==> config.mk <==
export PLATFORM = sky130hd
export DESIGN_NAME = ycbd_front
export DESIGN_NICKNAME = d
export VERILOG_FILES = /design/src/rtl/ycbd_pkg.sv /design/src/rtl/ycbd_front.sv
export SDC_FILE = /design/constraint.sdc
export NUM_CORES = 1
export LEC_CHECK = 0
export BUFFER_PORTS_ARGS = -buffer_cell sky130_fd_sc_hd__buf_2
export CORE_MARGIN = 4
export CORE_UTILIZATION = 60
export DETAILED_ROUTE_END_ITERATION = 6
export HOLD_SLACK_MARGIN = 0.12
export MAX_ROUTING_LAYER = met4
export PLACE_DENSITY = 0.85
export REMOVE_ABC_BUFFERS = 1
export SETUP_SLACK_MARGIN = 0.15
export SLEW_MARGIN = 20
export SYNTH_ARGS = -nofsm -noshare
export SYNTH_HDL_FRONTEND = slang
export SYNTH_SLANG_ARGS = --single-unit
export TNS_END_PERCENT = 1
==> constraint.sdc <==
create_clock -name clk -period 13.1 [get_ports clk]
set_input_delay 2.62 -clock clk [delete_from_list [all_inputs] [get_ports clk]]
set_output_delay 2.62 -clock clk [all_outputs]
set_load 0.1 [all_outputs]
==> src/rtl/ycbd_pkg.sv <==
// ycbd_pkg: shared types, constants, and functions for the yolo cell box decoder
// includes the 257-entry sigmoid table and the anchor tables
// has no dependencies
package ycbd_pkg;

	localparam int MaxGridDefault = 128;
	localparam logic [23:0] ProbScaleMax = 24'd8192;
	localparam logic signed [7:0] ProbZeroPoint = -8'sd128;
	localparam logic [15:0] ThresholdReset = 16'd32768;

	// configuration register indexes
	localparam logic [2:0] RegThreshold = 3'd0;
	localparam logic [2:0] RegZp0 = 3'd1;
	localparam logic [2:0] RegZp2 = 3'd3;
	localparam logic [2:0] RegScale0 = 3'd4;
	localparam logic [2:0] RegScale2 = 3'd6;

	// front-to-back queue entry
	typedef struct packed {
		logic [1:0] level;
		logic [1:0] anchor;
		logic [6:0] col;
		logic [6:0] row;
		logic [5:0][7:0] raw;
		logic signed [7:0] zp;
		logic [23:0] scale;
		logic prob;
	} cell_t;

	// anchor size per level and table slot, slot = anchor*2 + (0 width, 1 height)
	function automatic logic [8:0] anchor_size(input logic [1:0] lvl, input logic [2:0] slot);
		logic [8:0] v;
		v = 9'd0;
		case (lvl)
			2'd0: begin
				case (slot)
					3'd0: v = 9'd10;  3'd1: v = 9'd13;  3'd2: v = 9'd16;
					3'd3: v = 9'd30;  3'd4: v = 9'd33;  3'd5: v = 9'd23;
					default: v = 9'd0;
				endcase
			end
			2'd1: begin
				case (slot)
					3'd0: v = 9'd30;  3'd1: v = 9'd61;  3'd2: v = 9'd62;
					3'd3: v = 9'd45;  3'd4: v = 9'd59;  3'd5: v = 9'd119;
					default: v = 9'd0;
				endcase
			end
			2'd2: begin
				case (slot)
					3'd0: v = 9'd116; 3'd1: v = 9'd90;  3'd2: v = 9'd156;
					3'd3: v = 9'd198; 3'd4: v = 9'd373; 3'd5: v = 9'd326;
					default: v = 9'd0;
				endcase
			end
			default: v = 9'd0;
		endcase
		return v;
	endfunction

	// sigmoid table entry for step k, built at elaboration from the exp recurrence
	function automatic logic [15:0] sig_entry(input int k);
		logic [127:0] e;
		logic [127:0] den;
		logic [127:0] num;
		logic [127:0] rem;
		logic [127:0] s;
		e = 128'd1 << 32;
		for (int i = 0; i < k; i++)
			e = (e * 128'd4162825044 + (128'd1 << 31)) >> 32;
		den = (128'd1 << 32) + e;
		num = (128'd1 << 48) + (den >> 1);
		// restoring long division of num by den
		rem = '0;
		s = '0;
		for (int b = 49; b >= 0; b--) begin
			rem = {rem[126:0], num[b]};
			if (rem >= den) begin
				rem = rem - den;
				s[b] = 1'b1;
			end
		end
		if (s > 128'd65535)
			s = 128'd65535;
		return s[15:0];
	endfunction

	typedef logic [256:0][15:0] sig_rom_t;

	function automatic sig_rom_t build_sig_rom();
		sig_rom_t r;
		for (int k = 0; k <= 256; k++)
			r[k] = sig_entry(k);
		return r;
	endfunction

	localparam sig_rom_t SigRom = build_sig_rom();

endpackage

==> src/rtl/ycbd_front.sv <==
// ycbd_front: config registers, item acceptance, validity classification
// feeds a two-entry queue toward the back end
// depends on ycbd_pkg
module ycbd_front #(
	parameter int MAX_GRID = ycbd_pkg::MaxGridDefault
) (
	input  logic                  clk,
	input  logic                  arst_n,
	input  logic                  cfg_valid,
	output logic                  cfg_ready,
	input  logic            [2:0] cfg_index,
	input  logic           [23:0] cfg_data,
	input  logic                  in_valid,
	output logic                  in_ready,
	input  logic            [1:0] level,
	input  logic            [1:0] anchor_index,
	input  logic            [6:0] cell_col,
	input  logic            [6:0] cell_row,
	input  logic            [7:0] raw_center_x,
	input  logic            [7:0] raw_center_y,
	input  logic            [7:0] raw_width,
	input  logic            [7:0] raw_height,
	input  logic            [7:0] raw_objectness,
	input  logic            [7:0] raw_class,
	output logic           [15:0] threshold,
	output logic                  q_valid,
	input  logic                  q_pop,
	output ycbd_pkg::cell_t       q_head
);
	import ycbd_pkg::*;

	logic [15:0]            thr_q;
	logic [2:0][7:0]        zp_q;
	logic [2:0][23:0]       scale_q;
	cell_t [1:0]            fifo_q;
	logic                   wr_ptr_q;
	logic                   rd_ptr_q;
	logic [1:0]             cnt_q;
	logic                   push;
	logic                   keep;
	logic [1:0]             lv;
	cell_t                  c;

	assign cfg_ready = 1'b1;
	assign threshold = thr_q;

	// config register writes
	always_ff @(posedge clk or negedge arst_n) begin
		if (!arst_n) begin
			thr_q <= ThresholdReset;
			zp_q <= '0;
			scale_q <= '0;
		end else if (cfg_valid) begin
			if (cfg_index == RegThreshold)
				thr_q <= cfg_data[15:0];
			else if (cfg_index >= RegZp0 && cfg_index <= RegZp2)
				zp_q[2'(cfg_index - RegZp0)] <= cfg_data[7:0];
			else if (cfg_index >= RegScale0 && cfg_index <= RegScale2)
				scale_q[2'(cfg_index - RegScale0)] <= cfg_data;
		end
	end

	// classify: drop bad level, anchor or grid position
	always_comb begin
		keep = (level != 2'd3) && (anchor_index != 2'd3)
			&& (32'(cell_col) < MAX_GRID) && (32'(cell_row) < MAX_GRID);
		lv = (level == 2'd3) ? 2'd0 : level;
		c.level = level;
		c.anchor = anchor_index;
		c.col = cell_col;
		c.row = cell_row;
		c.raw = {raw_class, raw_objectness, raw_height, raw_width, raw_center_y, raw_center_x};
		c.zp = signed'(zp_q[lv]);
		c.scale = scale_q[lv];
		c.prob = (signed'(zp_q[lv]) == ProbZeroPoint) && (scale_q[lv] != 24'd0)
			&& (scale_q[lv] <= ProbScaleMax);
	end

	assign in_ready = (cnt_q != 2'd2) || q_pop;
	assign push = in_valid && in_ready && keep;
	assign q_valid = cnt_q != 2'd0;
	assign q_head = fifo_q[rd_ptr_q];

	// two-entry queue
	always_ff @(posedge clk or negedge arst_n) begin
		if (!arst_n) begin
			wr_ptr_q <= 1'b0;
			rd_ptr_q <= 1'b0;
			cnt_q <= 2'd0;
		end else begin
			if (push)
				wr_ptr_q <= ~wr_ptr_q;
			if (q_pop)
				rd_ptr_q <= ~rd_ptr_q;
			cnt_q <= cnt_q + 2'(push) - 2'(q_pop);
		end
	end

	always_ff @(posedge clk) begin
		if (push)
			fifo_q[wr_ptr_q] <= c;
	end
endmodule

==> metrics.txt, run 1 <==
status=complete, no violations; CTS tree=yes; Area growth syn-to-layout=19.8%; total track usage=0.218; remaining antenna violation count=0; DR vias=6,786; cell-internal power=0.00209 W; WP data arrival=3.27 ns; clk buf depth=3; initial antenna violation count=2; net switching power=0.00164 W; syn_area_per_cell=17.8 µm²; largest net degree at the start of global routing=79; CTS root buf=clkbuf_16; Comb power frac=0.410; # IOs=216; Vias per Instance=5.64; DRT iter0 DRCs=361; ys flop type=edfxtp_1; die span in x=151 µm; wire length of the first global-routing pass=37,500 µm; Final Core Density=0.741; H-tree Lvls=1; area of the mapped netlist=12,200 µm²; final hold slack=0.497 ns; Die Span Y=151 µm; ys async rst share=0.369; CTS sink cnt=314; vias in the first global route=6,848; DIE AREA=22,700 µm²; Setup WS pre-CTS=7.20 ns; clock share of power=0.235; per-cell routed wire length=20.3 µm; critical path peak fanout=3; Worst-path clk slew=0.06 ns; sw frac=0.439; total grt overflow=0; post-route setup slack=7.21 ns; placement row count=51; leakage=5.77 nW; DRT Wirelength=24,400 µm; Max IR drop VDD=181 µV; Initial Util=0.618; WS Path Type=in -> out; hold_buf cts=0; max cap viols=0; Critical Path End Type=output port; nets=1,012; final setup TNS=0 ns; CTS-repair resized insts=0; Highest Clock Rate=170 MHz; min Tclk post-route=5.89 ns; RSZ-0062 raised after global routing=false; post-route clock period utilization=0.450; setup bufs post-CTS=0; Max Slew Vio Count=0; Yosys Warn Count=0; CP startpoint kind=input port; Slew Limit Headroom=0.308; Total Power=0.00373 W; CP required=10.48 ns; worst min path class=reg -> reg; worst slew pin tran=1.04 ns; CTS Buf Count=31; clock latency on the worst-skew pair=0.54 ns; Seq/Total Area, Yosys=0.723; post-DP HPWL=15,800 µm; layout cells sized above 1=0.533; core region area=19,800 µm²; Reg2Reg Setup Slack=10.40 ns; synthesized flop and latch total=314; cell area power density=255 nW/µm²; drt pass-1 iters=4; Layout fillers=1,173; Buffers on Ports=214; # DRC=0; routability cong.=0.767; Synth Instances=687; count of different cell masters after synthesis=41; Final Skew=0.00973 ns; Setup violations, final=0; EDFF count, synth=198; Final Hold Viols=0; part of the power in registers=0.355
## worst max-delay path, stage by stage
cell	delay [ns]
buf_2	0.11
nor2_1	0.05
nand2_1	0.07
buf_2	0.42
## cell usage in the layout, fill, tap and decap left out, types with 3 or more instances in the layout
cell type  netlist  routed
or3b_1          11      11
clkbuf_16        0      33
a211oi_1         3       3
nand2b_1         3       3
nand4b_1         3       3
buf_4            1      12
clkinv_1         0       4
xnor2_1          3       3
nor2b_1          3       3
buf_2            5     213
mux2_2         205     205
nor4_1           3       3
clkbuf_1        24       8
a21oi_1          3       3
dfrtp_1        115     114
o221a_2         11      11
mux2_1           6       6
nor2_1          38      36
o22ai_1         17      17
edfxtp_1       198     198
mux2i_1          3       3
clkbuf_8         0       5
## worst paths after layout
path                                         from                 endpoint  cells after the start
max                                         q_pop                 in_ready                      4
min                        scale_q[0]$_DFFE_PN0P_   scale_q[0]$_DFFE_PN0P_                      1
max reg2reg                    cnt_q[1]$_DFF_PN0_      fifo_q[1]$_DFFE_PP_                      4
min reg2reg                scale_q[0]$_DFFE_PN0P_   scale_q[0]$_DFFE_PN0P_                      1
max in group asynchronous                  arst_n     rd_ptr_q$_DFFE_PN0P_                      2
min in group asynchronous                  arst_n  scale_q[38]$_DFFE_PN0P_                      1
## synth_stat cells (5+ instances only)
| library cell | instances | share of area |
|---|---|---|
| buf_2 | 5 | 0.0020 |
| mux2_1 | 6 | 0.0055 |
| nor2_1 | 38 | 0.012 |
| dfrtp_1 | 115 | 0.24 |
| o221a_2 | 11 | 0.010 |
| or3b_1 | 11 | 0.0079 |
| edfxtp_1 | 198 | 0.49 |
| clkbuf_1 | 24 | 0.0074 |
| mux2_2 | 205 | 0.19 |
| o22ai_1 | 17 | 0.0087 |
## cells by family (layout without fill, tap and decap cells)
kind of cell               after synthesis  count (layout)  share of synthesized area
and+or+nand+nor                         77              77                     0.0366
buffers and inverters                   35             284                     0.0122
AOI/OAI and AO/OA                       38              38                     0.0245
xor gates and xnor gates                 6               6                    0.00430
DFF                                    314             314                      0.723
other                                    1               3                   0.000307
adders and majority gates                2               2                    0.00205
muxes                                  214             214                      0.197
## sequential cells by signal (all words and copies together) (netlist names)
register and cells:
fifo_q 198, scale_q 72, zp_q 24, threshold 16
cnt_q 2, rd_ptr_q 1, wr_ptr_q 1
## final cells by class
| class | instances | area (µm²) | area share |
|---|---|---|---|
| inverter | 2 | 7.51 | 0.000512 |
| tap | 265 | 332 | 0.0226 |
| clock inverter | 11 | 108 | 0.00734 |
| antenna | 2 | 5.00 | 0.000342 |
| timing repair buffer | 225 | 1160 | 0.0789 |
| multi-input combinational | 338 | 3270 | 0.223 |
| sequential | 314 | 8850 | 0.604 |
| clock buffer | 46 | 925 | 0.0631 |
## stage by stage
stage                     cells  cell area, µm²
after floorplan             654           12100
after global placement     1144           13600
after detailed placement   1144           13600
after CTS                  1201           14600
after global routing       1203           14700
final                      1203           14700
## power groups by stage
stage	sequential, W	combinational [W]	clock (W)
4_1_cts	0.00133	0.00154	0.000892
3_3_place_gp	0.00134	0.00153	0
3_5_place_dp	0.00135	0.00154	0
2_1_floorplan	0.00144	0.00120	0
5_1_grt	0.00134	0.00159	0.000937
6_report	0.00133	0.00153	0.000875
## layer usage
layer,vias to the layer above,share of wire,GRT usage
li1,3085,-,-
met1,3426,0.42,0.294
met2,235,0.48,0.349
met3,40,0.084,0.0476
met4,0,0.016,0.0444
met5,-,0,-
Note: power is estimated with default switching activity, not from simulation.
==> run 2: changes to the inputs <==
Settings changed: CORE_UTILIZATION 60 to 56, PLACE_DENSITY 0.85 to 0.8.
Clock period 13.1 ns to 5.6 ns, I/O delays scaled along.
==> metrics.txt, run 2 (synthesis results as in run 1) <==
status=complete, no violations (unchanged); CTS sink cnt=314 (unchanged); # IOs=216 (unchanged); largest net degree at the start of global routing=100 (was 79); # DRC=0 (unchanged); Bufs and invs on worst path=2 (unchanged); CTS Buf Count=31 (unchanged); RSZ-0062 raised after global routing=false (unchanged); DR vias=6,864 (was 6,786); Max Slew Vio Count=0 (unchanged); Area growth syn-to-layout=19.4% (was 19.8%); total grt overflow=0 (unchanged); final instance area=14,600 µm² (was 14,700 µm²); Buffers on Ports=214 (unchanged); Highest Clock Rate=268 MHz; critical path peak fanout=45 (was 3); Reg2Reg Setup Slack=3.38 ns (was 10.40 ns); Final Skew=0.0183 ns (was 0.00973 ns); initial antenna violation count=0 (was 2); total track usage=0.211 (was 0.218); hold_buf cts=0 (unchanged); H-tree Lvls=1 (unchanged); Slew Limit Headroom=0.414 (was 0.308); layout cells sized above 1=0.532 (was 0.533); vias in the first global route=7,118 (was 6,848); # diodes=0 (was 2); post-route clock period utilization=0.665; max reg flops=198 (unchanged); worst min path class=reg -> reg (unchanged); Worst path slowest cell=dfrtp_4 (was buf_2); DRT Wirelength=25,400 µm (was 24,400 µm); cell area power density=591 nW/µm² (was 255 nW/µm²); CP startpoint kind=flip-flop (was input port); setup bufs post-CTS=0 (unchanged); min Tclk post-route=3.73 ns; CTS root buf=clkbuf_16 (unchanged); DRT iter0 DRCs=410 (was 361); Setup violations, final=0 (unchanged); Initial Util=0.575 (was 0.618); Hold Path Depth=1 (unchanged); leakage=5.75 nW (was 5.77 nW); CTS tree=yes (unchanged); DIE AREA=24,300 µm² (was 22,700 µm²); Layout fillers=1,400 (was 1,173); Worst-path clk slew=0.06 ns (about the same); Final Hold Viols=0 (unchanged); most common cell after layout, fill and taps aside=buf_2 (unchanged); Max IR drop VDD=344 µV (was 181 µV); per-cell routed wire length=20.9 µm (was 20.3 µm); max cap viols=0 (unchanged); post-DP HPWL=16,500 µm (was 15,800 µm); highest-count cells in the layout ignoring fill and taps=buf_2, mux2_2, edfxtp_1, dfrtp_1, nor2_1 (unchanged); nets=1,013 (was 1,012); wire length of the first global-routing pass=39,300 µm (was 37,500 µm); CP max stage delay=0.72 ns (was 0.42 ns); placed cell area=13,700 µm² (was 13,600 µm²); WP data arrival=2.61 ns (was 3.27 ns); number of cells on the critical path=3 (was 4); die span in x=156 µm (was 151 µm); CTS-repair resized insts=0 (unchanged); biggest regs=fifo_q (198), scale_q (72), zp_q (24) (unchanged); clk buf depth=3 (unchanged); Crit path max-delay family=buffers and inverters (unchanged); Biggest register=fifo_q (unchanged); WS Path Type=reg -> out (was in -> out); remaining antenna violation count=0 (unchanged); core region area=21,300 µm² (was 19,800 µm²); placement row count=53 (was 51); routability cong.=0.775 (was 0.767); Die Span Y=156 µm (was 151 µm); worst r2r path cells=6 (was 4); Vias per Instance=5.67 (was 5.64); clock latency on the worst-skew pair=0.54 ns (about the same); drt pass-1 iters=5 (was 4); Critical Path End Type=output port (unchanged); Total Power=0.00864 W (was 0.00373 W); critical path cell sequence=buf_4, mux2_2, buf_2 (was buf_2, nor2_1, nand2_1, buf_2); CP required=4.48 ns (was 10.48 ns); worst slew pin tran=0.878 ns (was 1.04 ns)
-- run 2: cell count changes in the layout (fill, tap and decap cells not counted), moves of 2 or more --
cell / delta
diode_2: -2
clkbuf_16: -2
buf_12: +2
clkinv_2: +3
-- run 2: area by class of cell --
cell class              instances  area [µm²]  share of cell area
clock inverters                11        76.3             0.00522
clock buffers                  45         872              0.0597
inverters                       2        7.51            0.000514
multi-input cells             338        3270               0.224
repair buffers                226        1190              0.0814
flip-flops and latches        314        8850               0.606
well taps                     275         344              0.0236
-- run 2: routing by layer --
| metal | up-vias | wire length, µm | global-route usage |
|---|---|---|---|
| met3 | 42 | 1830 | 0.0330 |
| met5 | - | 0 | - |
| met4 | 0 | 471 | 0.0475 |
| li1 | 3076 | - | - |
| met1 | 3487 | 10600 | 0.285 |
| met2 | 259 | 12400 | 0.344 |
-- run 2: metrics by stage --
step / cells / TNS [ns] / util / setup slack (ns) / hold WS (ns)
floorplan: 654 / -252.50 / - / -1.28 / 0.450
global placement: 1155 / 0 / 0.642 / 1.79 / 0.472
detailed placement: 1155 / 0 / 0.642 / 1.73 / 0.489
CTS: 1211 / 0 / 0.686 / 1.82 / 0.503
global route: 1211 / 0 / 0.686 / 1.76 / 0.522
finish: 1211 / 0 / 0.686 / 1.87 / 0.498
-- run 2: path summary, 6_finish.rpt --
kind	endpoint	start
min in group asynchronous	threshold[14]$_DFFE_PN0P_	arst_n
worst min-delay path	scale_q[2]$_DFFE_PN0P_	scale_q[2]$_DFFE_PN0P_
max in group asynchronous	rd_ptr_q$_DFFE_PN0P_	arst_n
worst min register to register	scale_q[2]$_DFFE_PN0P_	scale_q[2]$_DFFE_PN0P_
worst max-delay path	q_head[62]	rd_ptr_q$_DFFE_PN0P_
worst max register to register	fifo_q[0]$_DFFE_PP_	scale_q[36]$_DFFE_PN0P_
-- run 2: power by group --
| part | leakage (nW) | internal, W | switching, W |
|---|---|---|---|
| registers | 3.21 | 0.00292 | 0.000202 |
| clock network | 0.470 | 0.00112 | 0.000809 |
| logic | 2.08 | 0.000745 | 0.00284 |
==> run 3: changes to the inputs <==
Settings changed: CORE_UTILIZATION 56 to 50, PLACE_DENSITY 0.8 to 0.75.
Clock period 5.6 ns to 3.2 ns, I/O delays scaled along.
==> metrics.txt, run 3 (synthesis results as in run 1) <==
die span in x=164 µm (was 156 µm); placement row count=56 (was 53); DRT Wirelength=25,900 µm (was 25,400 µm); layout cells sized above 1=0.540 (was 0.532); DIE AREA=27,000 µm² (was 24,300 µm²); core region area=23,800 µm² (was 21,300 µm²); Worst path slowest cell=dfrtp_4 (unchanged); Buffers on Ports=214 (unchanged); CTS-repair resized insts=0 (unchanged); clk buf depth=3 (unchanged); CTS Buf Count=31 (unchanged); post-route setup slack=0.357 ns (was 1.87 ns); # diodes=0 (unchanged); DRT iter0 DRCs=497 (was 410); total track usage=0.193 (was 0.211); Crit path max-delay family=flip-flops (was buffers and inverters); RSZ-0062 raised after global routing=false (unchanged); CTS tree=yes (unchanged); placed cell area=13,800 µm² (was 13,700 µm²); post-DP HPWL=17,100 µm (was 16,500 µm); most common cell after layout, fill and taps aside=buf_2 (unchanged); CTS root buf=clkbuf_16 (unchanged); Total Power=0.0154 W (was 0.00864 W); drt pass-1 iters=5 (unchanged); final hold slack=0.294 ns (was 0.498 ns); wire length of the first global-routing pass=39,400 µm (was 39,300 µm); critical path peak fanout=23 (was 45); DR vias=6,877 (was 6,864); clock latency on the worst-skew pair=0.54 ns (about the same); leakage=5.85 nW (was 5.75 nW); Slew Limit Headroom=0.442 (was 0.414); Area growth syn-to-layout=21.6% (was 19.4%); Max IR drop VDD=825 µV (was 344 µV); vias in the first global route=6,977 (was 7,118); min Tclk post-route=2.84 ns; max cap viols=0 (unchanged); CP required=2.56 ns (was 4.48 ns); # IOs=216 (unchanged); WS Path Type=reg -> out (unchanged); remaining antenna violation count=0 (unchanged); Reg2Reg Setup Slack=0.96 ns (was 3.38 ns); biggest regs=fifo_q (198), scale_q (72), zp_q (24) (unchanged); Critical Path End Type=output port (unchanged); final instance area=14,900 µm² (was 14,600 µm²); per-cell routed wire length=20.5 µm (was 20.9 µm); Setup violations, final=0 (unchanged); worst min path class=in -> reg (was reg -> reg); CP startpoint kind=flip-flop (unchanged); Die Span Y=164 µm (was 156 µm); post-route clock period utilization=0.889; Initial Util=0.515 (was 0.575); # DRC=0 (unchanged); Final Hold Viols=0 (unchanged); max reg flops=198 (unchanged); Bufs and invs on worst path=2 (unchanged); WP data arrival=2.20 ns (was 2.61 ns); Vias per Instance=5.43 (was 5.67); highest-count cells in the layout ignoring fill and taps=buf_2, mux2_2, edfxtp_1, dfrtp_1, nor2_1 (unchanged); largest net degree at the start of global routing=62 (was 100); Setup WS pre-CTS=0.321 ns (was 1.73 ns); Worst-path clk slew=0.06 ns (about the same); routability cong.=0.744 (was 0.775); CP max stage delay=0.70 ns (was 0.72 ns); initial antenna violation count=0 (unchanged); total grt overflow=0 (unchanged); Highest Clock Rate=352 MHz; Biggest register=fifo_q (unchanged); cell area power density=1030 nW/µm² (was 591 nW/µm²); worst slew pin tran=0.833 ns (was 0.878 ns); nets=1,024 (was 1,013); critical path cell sequence=buf_4, mux2_2, buf_2 (unchanged); final setup TNS=0 ns (unchanged); Final Skew=0.0153 ns (was 0.0183 ns); status=complete, no violations (unchanged); CTS sink cnt=314 (unchanged); Layout fillers=1,726 (was 1,400); Sequential Area=8850 µm² (unchanged); Max Slew Vio Count=0 (unchanged); area of the multi-input gates=3270 µm² (unchanged); H-tree Lvls=1 (unchanged)
## run 3: changes by cell type in the layout (fill, tap and decap cells not counted), sizes merged
| cell | delta |
|---|---|
| buf | +10 |
| bufinv | +1 |
| clkinv | -1 |
| clkinvlp | +1 |
| dlygate4sd3 | +1 |
## run 3: final timing paths
path                                    startpoint                   endpoint  cells past startpoint
max                           rd_ptr_q$_DFFE_PN0P_                 q_head[58]                      3
min                              raw_objectness[2]       fifo_q[67]$_DFFE_PP_                      1
max reg2reg                scale_q[36]$_DFFE_PN0P_       fifo_q[99]$_DFFE_PP_                      6
min reg2reg                    zp_q[8]$_DFFE_PN0P_        zp_q[8]$_DFFE_PN0P_                      1
max in group asynchronous                   arst_n       rd_ptr_q$_DFFE_PN0P_                      3
min in group asynchronous                   arst_n  threshold[14]$_DFFE_PN0P_                      2
## run 3: final cells by class
class,count,area share
Clock inverter,12,0.00791
Tap cell,319,0.0268
Timing Repair Buffer,237,0.0899
Clock buffer,45,0.0598
Inverter,2,0.000505
Sequential cell,314,0.595
Multi-Input combinational cell,338,0.220
## run 3: through the flow
| stage | utilization | instances |
|---|---|---|
| 3_3_place_gp | 0.582 | 1208 |
| 6_report | 0.626 | 1267 |
| 5_1_grt | 0.626 | 1267 |
| 4_1_cts | 0.626 | 1267 |
| 3_5_place_dp | 0.582 | 1208 |
| 2_1_floorplan | - | 654 |
## run 3: power by group
part / switching, W / leakage [nW] / internal [W]
combinational: 0.00502 / 2.15 / 0.00139
sequential: 0.000336 / 3.21 / 0.00511
clock: 0.00145 / 0.497 / 0.00209
total: 0.00681 / 5.85 / 0.00859
## run 3: layer usage
metal / global-route usage / share of wire
met1: 0.253 / 0.41
met2: 0.323 / 0.49
met3: 0.0357 / 0.078
met4: 0.0329 / 0.017
met5: - / 0
## run 3: what timing repair did
action	CTS	global route
setup buffers	1	0
setup endpoints to repair	33	0
endpoints found under the hold margin	18	0
hold buffers	1	0
